### src/hqrr_pkg.sv
// Shared types and constants of the hierarchical quota round-robin scheduler.
`timescale 1ns / 1ps
package hqrr_pkg;

  localparam int QUOTA_W   = 32;
  localparam int WEIGHT_W  = 16;
  localparam int LEN_W     = 16;
  localparam int BW_W      = 21;
  localparam int ROUND_W   = 16;
  localparam int CCOUNT_W  = 5;
  localparam int RND_CNT_W = 7;
  localparam int DEQ_ROUND_LIMIT = 64;

  localparam logic [LEN_W-1:0] DFLT_LIMIT_RST = 16'd1514;

  localparam logic [1:0] OP_CREATE  = 2'd0;
  localparam logic [1:0] OP_ENQUEUE = 2'd1;
  localparam logic [1:0] OP_DEQUEUE = 2'd2;
  localparam logic [1:0] OP_UNUSED  = 2'd3;

  localparam logic [1:0] ST_OK      = 2'd0;
  localparam logic [1:0] ST_DROP    = 2'd1;
  localparam logic [1:0] ST_EMPTY   = 2'd2;
  localparam logic [1:0] ST_BAD     = 2'd3;

endpackage

### src/hqrr_div.sv
// Bit-serial restoring divider that computes the per-round fair share.
`timescale 1ns / 1ps
module hqrr_div (
  input  logic                         clk_i,
  input  logic                         rst_ni,
  input  logic                         start_i,
  input  logic [hqrr_pkg::QUOTA_W-1:0] dividend_i,
  input  logic [hqrr_pkg::BW_W-1:0]    divisor_i,
  output logic                         done_o,
  output logic [hqrr_pkg::QUOTA_W-1:0] quot_o
);
  import hqrr_pkg::*;

  localparam int CNT_W = $clog2(QUOTA_W);

  logic             run_q;
  logic             done_q;
  logic [CNT_W-1:0] cnt_q;
  logic [BW_W-1:0]  rem_q;
  logic [BW_W-1:0]  dvs_q;
  logic [QUOTA_W-1:0] quo_q;
  logic [BW_W:0]    trial;
  logic             fits;

  assign trial = {rem_q, quo_q[QUOTA_W-1]};
  assign fits  = trial >= {1'b0, dvs_q};

  always_ff @(posedge clk_i or negedge rst_ni) begin
    if (!rst_ni) begin
      run_q  <= 1'b0;
      done_q <= 1'b0;
      cnt_q  <= '0;
    end else begin
      done_q <= 1'b0;
      if (start_i) begin
        run_q <= 1'b1;
        cnt_q <= '0;
      end else if (run_q) begin
        cnt_q <= cnt_q + 1'b1;
        if (cnt_q == CNT_W'(QUOTA_W - 1)) begin
          run_q  <= 1'b0;
          done_q <= 1'b1;
        end
      end
    end
  end

  always_ff @(posedge clk_i) begin
    if (start_i) begin
      rem_q <= '0;
      dvs_q <= divisor_i;
      quo_q <= dividend_i;
    end else if (run_q) begin
      rem_q <= fits ? BW_W'(trial - {1'b0, dvs_q}) : trial[BW_W-1:0];
      quo_q <= {quo_q[QUOTA_W-2:0], fits};
    end
  end

  assign done_o = done_q;
  assign quot_o = quo_q;

endmodule

### config.mk
export PLATFORM = sky130hd
export DESIGN_NAME = hqrr_div
export DESIGN_NICKNAME = d
export VERILOG_FILES = /design/src/hqrr_pkg.sv /design/src/hqrr_div.sv
export SDC_FILE = /design/constraint.sdc
export NUM_CORES = 1
export LEC_CHECK = 0
export ABC_AREA = 1
export BUFFER_PORTS_ARGS = -buffer_cell sky130_fd_sc_hd__buf_2
export CORE_AREA = 2 2 114 116
export DETAILED_ROUTE_END_ITERATION = 12
export DIE_AREA = 0 0 116 118
export GPL_TIMING_DRIVEN = 0
export SLEW_MARGIN = 20
export SYNTH_ARGS = -nofsm -noshare
export SYNTH_HDL_FRONTEND = slang
export SYNTH_SLANG_ARGS = --single-unit
### constraint.sdc
create_clock -name clk_i -period 5.33 [get_ports clk_i]
set_input_delay 1.066 -clock clk_i [delete_from_list [all_inputs] [get_ports clk_i]]
set_output_delay 1.066 -clock clk_i [all_outputs]
set_load 0.02 [all_outputs]
# Word level (Yosys, flattened, before mapping)
# Index checks and enable logic that the tools add are counted.
[classes]
n_addsub = 2
order_cmp = 1
n_eq_ne = 1
muxes = 11
reduce_logical = 1
[ops]
columns = ["op", "count"]
rows = [
  ["32-bit two-way mux", 2],
  ["22-bit by 21-bit greater-or-equal comparator with 1-bit output", 1],
  ["21-bit two-way mux", 1],
  ["21-bit subtractor", 1],
  ["5-bit two-way mux", 2],
  ["1-bit two-way mux", 6],
  ["5-bit by 1-bit adder with 5-bit output, second input constant", 1],
  ["5-bit == test, second input constant", 1],
  ["2-bit nonzero test", 1],
]
[totals]
reg_bits = 81
in_bits = 56
output_inout_bits = 33
elab_cells = 22

# Longest topological paths before layout
# Gate-level depths: netlist (run 1).
[depth]
word_depth = 4
mapped_depth = 15
depth_no_buf = 14

# Worst setup path before layout (run 1)
# OpenSTA, ideal clock, no wires.
[synth_timing]
kind = "input -> register"
startpoint = "in start_i"
endpoint = "reg quo_q[0] (netlist: quot_o[0]), enable pin"
setup_ns = 0.390
arrival_ns = 2.236
required_ns = 4.940
slack_ns = 2.704
path_stages = 3
n_path_buf = 1
cell_sequence = "clkbuf_1 nor2_1 inv_1"
[synth_via]
elab_chain_len = 1
[synth_rtl]
columns = ["element", "line_no", "source"]
rows = [
  ["from (decl)", "hqrr_div.sv:6", "input logic start_i,"],
  ["2-bit nonzero test (no line)", "-", ""],
  ["to (signal assigned)", "hqrr_div.sv:52", "quo_q <= dividend_i;"],
  ["to (signal assigned)", "hqrr_div.sv:55", "quo_q <= {quo_q[QUOTA_W-2:0], fits};"],
  ["to (decl)", "hqrr_div.sv:21", "logic [QUOTA_W-1:0] quo_q;"],
]
# No other way between the ends.
# A chain may end at the register's enable or synchronous reset.

==> impl_metrics.ini, run 1 <==
[min_path]
hold_end = rem_q[15]$_SDFFE_PP0P_
min_from = rem_q[15]$_SDFFE_PP0P_
min_path_cells = 2
hp-class = flop to flop

[finish]
final_cell_area_mm2 = 0.00581
multiInputGateArea_mm2 = 0.00219
fillCellCount = 1315
seqCellArea_mm2 = 0.00219
nNetsFinal = 819
layoutNonFillerInstCount = 916
synthToLayoutAreaGrowth_pct = 19.7
utilization_pct = 46.8
n_antenna_cell = 0
drive_gt1_share_pct = 16.8

[worst_setup_path]
worstSetupEndpointType = flop
arrival_ns = 3.29
path_class = input pin to flop
startpoint_type = input pin
path_delay_family = buffers and inverters
rr_startpoint = quot_o[31]$_DFFE_PP_
r2r_cells = 14
timing.rr.end = rem_q[12]$_SDFFE_PP0P_
crit_buf_inv = 3
path_cells = buf_2 -> clkbuf_1 -> nor2_1 -> inv_2 -> o21ai_0
path_max_fanout = 37
cp.required_ns = 5.58
r2r_setup_slack_ns = 2.83
max_stage_delay_ns = 0.72
slowest_stage = nor2_1

[floorplan]
coreArea_mm2 = 0.0124
rows = 41
die_h_um = 118
die-area_mm2 = 0.0137
die_w_um = 116
start_util_pct = 39.1
io_pins = 89

[synth]
ys_types = 34
syn_area_per_cell_um2 = 7.58
synth_area_leader_cell = edfxtp_1
synth_area_mm2 = 0.00485
syn_inst = 640
netlist.area_leader.share_pct = 32.8
synth_edf_count = 53
synth.area.top_cells = edfxtp_1, nand2_1, dfxtp_1, inv_1, ha_1
ys_async_sr_fraction_pct = 8.64
yosys_register_bits = 81
yosys_warnings = 0
synth-seq-area-share_pct = 45.1
synth_nets = 720
synthFlopType = edfxtp_1

[power_and_ir_drop]
swShare_pct = 38.1
sequentialPowerShare_pct = 33.4
clock_power_share_pct = 25.6
p_int_mw = 1.54
power_density_mw_per_mm2 = 429
power_mw = 2.49
combPwrFrac_pct = 41.0
p_leak_nw = 3.05
ir_worst_vdd_mv = 0.180
power.switching_uw = 950

[clock_tree]
clkTransAtPathRegs_ns = 0.06
numCtsBuffers = 9
clk_latency_ns = 0.35
cts_tree = done
cts_root_buf = clkbuf_16
postCtsSetupRepairBufs = 0
clkSinkCount = 81
cts_max_level = 3
cts_resized = 0
postCtsHoldBufs = 0
clk_path_buf_depth = 2

[sta]
fin_tns_setup_ns = 0
fin_crit_sh_pct = 56.9
setup_violations = 0
setup_slack_ns = 2.30
timing.fmax_mhz = 330
tightest_slew_ns = 0.877
whs_ns = 0.468
rsz0062_at_grt = no
drv_slew = 0
skew_ns = 0.00735
period_needed_ns = 3.03
maxSlewHeadroom_pct = 41.3
hold_viol = 0

[route]
drc = 0
first_iter_violations = 167
wl_um = 11800
ant_nets = 0
drt-pass1-iter-count = 5
dr_total_vias = 4280
viasPerCell = 4.67
wl_per_cell_um = 12.9

[global_routing]
grtUsageTotal_pct = 18.5
grt_max_degree = 38
antenna_found_initial = 0
grt_overflow_total = 0
grt_pass1_vias = 4214
grt_pass1_wl_um = 19900

[placement]
placed_area_mm2 = 0.00551
dp_slack_ns = 1.82
portBuffers = 88
post-dp-hpwl_um = 8920
dp_cells = 900
gp_congestion = 0.972

[run_status]
status = complete, no violations

[flow_run]
maxCapViolCount = 0
==> sequential cells by signal, summed over array words and instances, names as in the netlist <==
signal / cells
cnt_q: 5
done_o: 1
quot_o: 32
rem_q: 21
dvs_q: 21
run_q: 1
==> power groups by stage <==
stage          registers [mW]  logic (mW)  clock network [mW]
2_1_floorplan           0.864       0.754                   0
3_3_place_gp            0.840        1.01                   0
3_5_place_dp            0.842        1.02                   0
4_1_cts                 0.832        1.02               0.656
5_1_grt                 0.844        1.16               0.679
6_report                0.832        1.02               0.639
==> how the worst max path moves through the flow <==
stage	from	end	slack, ns	depth (start not counted)
floorplan	start_i	quot_o[0]$_DFFE_PP_	2.70	3
global placement	start_i	quot_o[10]$_DFFE_PP_	1.43	4
detailed placement	start_i	rem_q[0]$_SDFFE_PP0P_	1.82	5
CTS	start_i	rem_q[0]$_SDFFE_PP0P_	2.22	5
global route	start_i	rem_q[0]$_SDFFE_PP0P_	1.99	5
finish	start_i	rem_q[0]$_SDFFE_PP0P_	2.30	5
==> per-layer routing <==
layer	part of all wire (%)	track usage (%)	up-vias
li1	-	-	2217
met1	45	23.4	1919
met2	46	29.5	128
met3	7.5	6.64	16
met5	0	0	-
met4	1.6	5.36	0
==> worst min-delay path, cell delays in order, from the launching register on <==
cell and delay [ns]:
dfxtp_1 0.32, nand2_1 0.06, nand2_1 0.04
==> cells by family after synthesis <==
group           count (synthesis)  share of synthesized area (%)
flops                          81                           45.1
fa+ha+maj                      24                           6.35
simple gates                  379                           33.4
buf+inv                       115                           9.85
compound gates                 32                           3.66
xor+xnor                        9                           1.63
==> final cells by class <==
type / instances / share of cell area (%)
buffer: 16 / 1.83
inverter: 99 / 6.40
timing repair buffer: 88 / 7.59
multi-input combinational: 444 / 37.7
clock buffer: 12 / 4.25
tap: 172 / 3.71
clock inverter: 4 / 0.905
sequential: 81 / 37.7
==> placed cells by master (no fill, tap or decap), drive strengths merged <==
cell type    n
a21oi       17
a22o         1
a31oi        2
buf         96
bufinv       1
clkbuf      20
clkinv       3
dfrtp        7
dfxtp       21
edfxtp      53
fa           1
ha          23
inv         99
nand2      261
nand3       53
nand3b      14
nand4        4
nor2        36
nor3        10
nor4         1
o21a         1
o21ai        9
o21bai       2
xnor2        8
xor2         1
==> cell usage after synthesis, types with 2 or more instances <==
cell type and number:
nand2_1 252, buf_6 6, nand2_4 2, nor3_1 9, nor2_1 33, a31oi_1 2, nand3_1 53, dfxtp_1 21
inv_1 97, ha_1 23, clkbuf_1 8, nand2_2 7, xnor2_1 8, o21ai_1 3, nand3b_1 14, o21bai_1 2
dfrtp_1 7, edfxtp_1 53, o21ai_0 6, nor2_4 2, nand4_1 4, a21oi_1 16
No activity file was read; power rests on OpenSTA's default activity.
==> run 2, diff against run 1 <==
Settings changed: ABC_AREA 1 to 0, CORE_AREA 2 2 114 116 to 2 2 109 111, DIE_AREA 0 0 116 118 to 0 0 111 113.
Clock period 5.33 ns to 2.8 ns, I/O delays scaled along.
==> run 2 against run 1 <==
  * Register-to-register slack got worse by 2.7 ns
  * Clock skew rose by 0.0023 ns
  * Die area down 8.4%
  * Non-clock buffer count increased by 3
  * First-iteration DRC count is 17% lower
  * Wire length fell by 17%
  * Utilization is 0.98 points higher
  * Hold slack worse by 0.44 ns
  * Highest routed layer unchanged
==> impl_metrics.ini, run 2 <==
[run_status]
status = complete, no violations

[clock_tree]
cts_max_level = 3
cts_root_buf = clkbuf_16
clk_path_buf_depth = 2
numCtsBuffers = 9
clk_latency_ns = 0.35
clkTransAtPathRegs_ns = 0.07
clkSinkCount = 81
cts_tree = done

[floorplan]
coreArea_mm2 = 0.0113
die_h_um = 113
die-area_mm2 = 0.0125
die_w_um = 111
start_util_pct = 39.2
rows = 39
io_pins = 89

[sta]
maxSlewHeadroom_pct = 48.4
period_needed_ns = 2.66
setup_slack_ns = 0.145
timing.fmax_mhz = 377
fin_crit_sh_pct = 94.8
setup_violations = 0
skew_ns = 0.00962
hold_viol = 0
drv_slew = 0
tightest_slew_ns = 0.772
rsz0062_at_grt = yes
whs_ns = 0.0318

[power_and_ir_drop]
power_density_mw_per_mm2 = 853
sequentialPowerShare_pct = 35.3
ir_worst_vdd_mv = 0.550
combPwrFrac_pct = 39.8
p_leak_nw = 2.36
p_int_mw = 2.97
clock_power_share_pct = 25.0
swShare_pct = 35.4
power.switching_mw = 1.62

[worst_setup_path]
path_delay_family = compound AO/OA/AOI/OAI gates
max_stage_delay_ns = 0.40
crit_top_cell = a221o_1
arrival_ns = 2.88
worstSetupEndpointType = flop
path_class = flop to flop
path_cells = inv_2 -> ha_2 -> inv_1 -> fa_2 -> a21o_1 -> a221o_1 -> a221o_1 -> a311oi_2 -> xor2_1 -> o221ai_2
cp.required_ns = 3.03
slowest_stage = edfxtp_1
startpoint_type = flop
crit_buf_inv = 2
path_max_fanout = 3

[route]
ant_nets = 0
first_iter_violations = 139
wl_per_cell_um = 15.3
dr_total_vias = 3269
viasPerCell = 5.10
drc = 0
wl_um = 9800
drt-pass1-iter-count = 4

[synth]
yosysMostFrequentCell = edfxtp_1
synth_area_mm2 = 0.00442
netlist_top_cells_count = edfxtp_1, nor2_1, mux2_2, inv_1, ha_1
yosys_register_bits = 81
ys_types = 60
yosys_warnings = 0
syn_area_per_cell_um2 = 11.3
synthFlopType = edfxtp_1
synth.area.top_cells = edfxtp_1, dfxtp_1, mux2_2, ha_1, dfrtp_1
synth_area_leader_cell = edfxtp_1
synth-seq-area-share_pct = 49.5
synth_edf_count = 53
syn_inst = 390
netlist.area_leader.share_pct = 36.0
ys_async_sr_fraction_pct = 8.64
synth_nets = 470

[placement]
dp_slack_ns = -0.121
gp_congestion = 0.898
post-dp-hpwl_um = 7170
portBuffers = 88

[global_routing]
grtUsageTotal_pct = 16.2
antenna_found_initial = 0
grt_pass1_vias = 3348
grt_max_degree = 33
grt_overflow_total = 0
grt_pass1_wl_um = 16200

[finish]
drive_gt1_share_pct = 32.9
synthToLayoutAreaGrowth_pct = 21.8
final_common_cell = buf_2
mostFrequentLayoutCells = buf_2, edfxtp_1, nor2_1
largest_reg_flops = 32
n_antenna_cell = 0
nNetsFinal = 573

[min_path]
hp-class = input pin to async pin

[flow_run]
maxCapViolCount = 0
run 2: per-layer routing:
metal	GRT usage [%]	up-vias	share of wire, %
met5	0	-	0
met3	6.11	10	7.8
met4	5.50	0	1.3
met2	26.2	96	45
met1	20.2	1515	46
li1	-	1648	-
run 2: per-stage QoR:
stage | power [mW] | utilization [%] | std cells | TNS [ns] | area, µm²
floorplan | 2.98 | - | 390 | 0 | 4420
global placement | 3.36 | 44.7 | 621 | -9.83 | 5040
detailed placement | 3.38 | 44.7 | 621 | -0.121 | 5040
CTS | 4.57 | 47.4 | 639 | 0 | 5340
global route | 4.89 | 47.7 | 641 | -0.00145 | 5380
finish | 4.59 | 47.7 | 641 | 0 | 5380
run 2: power by group through the flow:
stage | sequential [mW] | clock [mW] | combinational (mW)
3_3_place_gp | 1.63 | 0 | 1.73
3_5_place_dp | 1.64 | 0 | 1.74
6_report | 1.62 | 1.15 | 1.83
2_1_floorplan | 1.68 | 0 | 1.30
4_1_cts | 1.62 | 1.18 | 1.77
5_1_grt | 1.65 | 1.23 | 2.02
run 2: path summary, 6_finish.rpt:
kind | from | to | slack, ns | cells past startpoint
worst max-delay path | quot_o[31]$_DFFE_PP_ | rem_q[20]$_SDFFE_PP0P_ | 0.14 | 10
worst min-delay path | rst_ni | cnt_q[1]$_DFFE_PN0P_ | 0.03 | 1
worst max register to register | quot_o[31]$_DFFE_PP_ | rem_q[20]$_SDFFE_PP0P_ | 0.14 | 10
worst min register to register | rem_q[19]$_SDFFE_PP0P_ | rem_q[19]$_SDFFE_PP0P_ | 0.49 | 2
max in group asynchronous | rst_ni | cnt_q[4]$_DFFE_PN0P_ | 2.61 | 1
min in group clk_i | divisor_i[5] | dvs_q[5]$_DFFE_PP_ | 0.38 | 1
run 2: cell families (layout without fill, tap and decap cells):
| logic type | Yosys count | count (layout) | share of synthesized area [%] |
|---|---|---|---|
| AND/OR/NAND/NOR | 85 | 85 | 9.24 |
| flip-flops | 81 | 81 | 49.5 |
| XOR/XNOR | 18 | 18 | 3.57 |
| adder cells (fa/ha/maj) | 24 | 24 | 6.97 |
| buffers and inverters | 44 | 152 | 4.48 |
| AO/OA/AOI/OAI | 88 | 88 | 13.9 |
| multiplexers | 50 | 50 | 12.4 |
run 2: final cells by class:
type	instances	area, µm²
clock inverters	7	58.8
well taps	143	179
clock buffers	9	225
multi-input cells	265	2060
flip-flops and latches	81	2190
repair buffers	92	470
plain buffers	15	88.8
fillers	1067	5890
inverters	29	109
run 2: worst register-to-register path, delay by kind of cell (launching register included):
| kind | cells | cell delay [ns] |
|---|---|---|
| adder cells (fa/ha/maj) | 2 | 0.52 |
| AO/OA/AOI/OAI | 5 | 1.28 |
| XOR/XNOR | 1 | 0.20 |
| buffers and inverters | 2 | 0.13 |
| flip-flops | 1 | 0.40 |
run 2: what timing repair did:
action / CTS / global route
setup endpoints to repair: 2 / 22
resized for setup: 2 / 8
pin swaps: 3 / 4
hold buffers: 0 / 0
setup buffers: 2 / 2
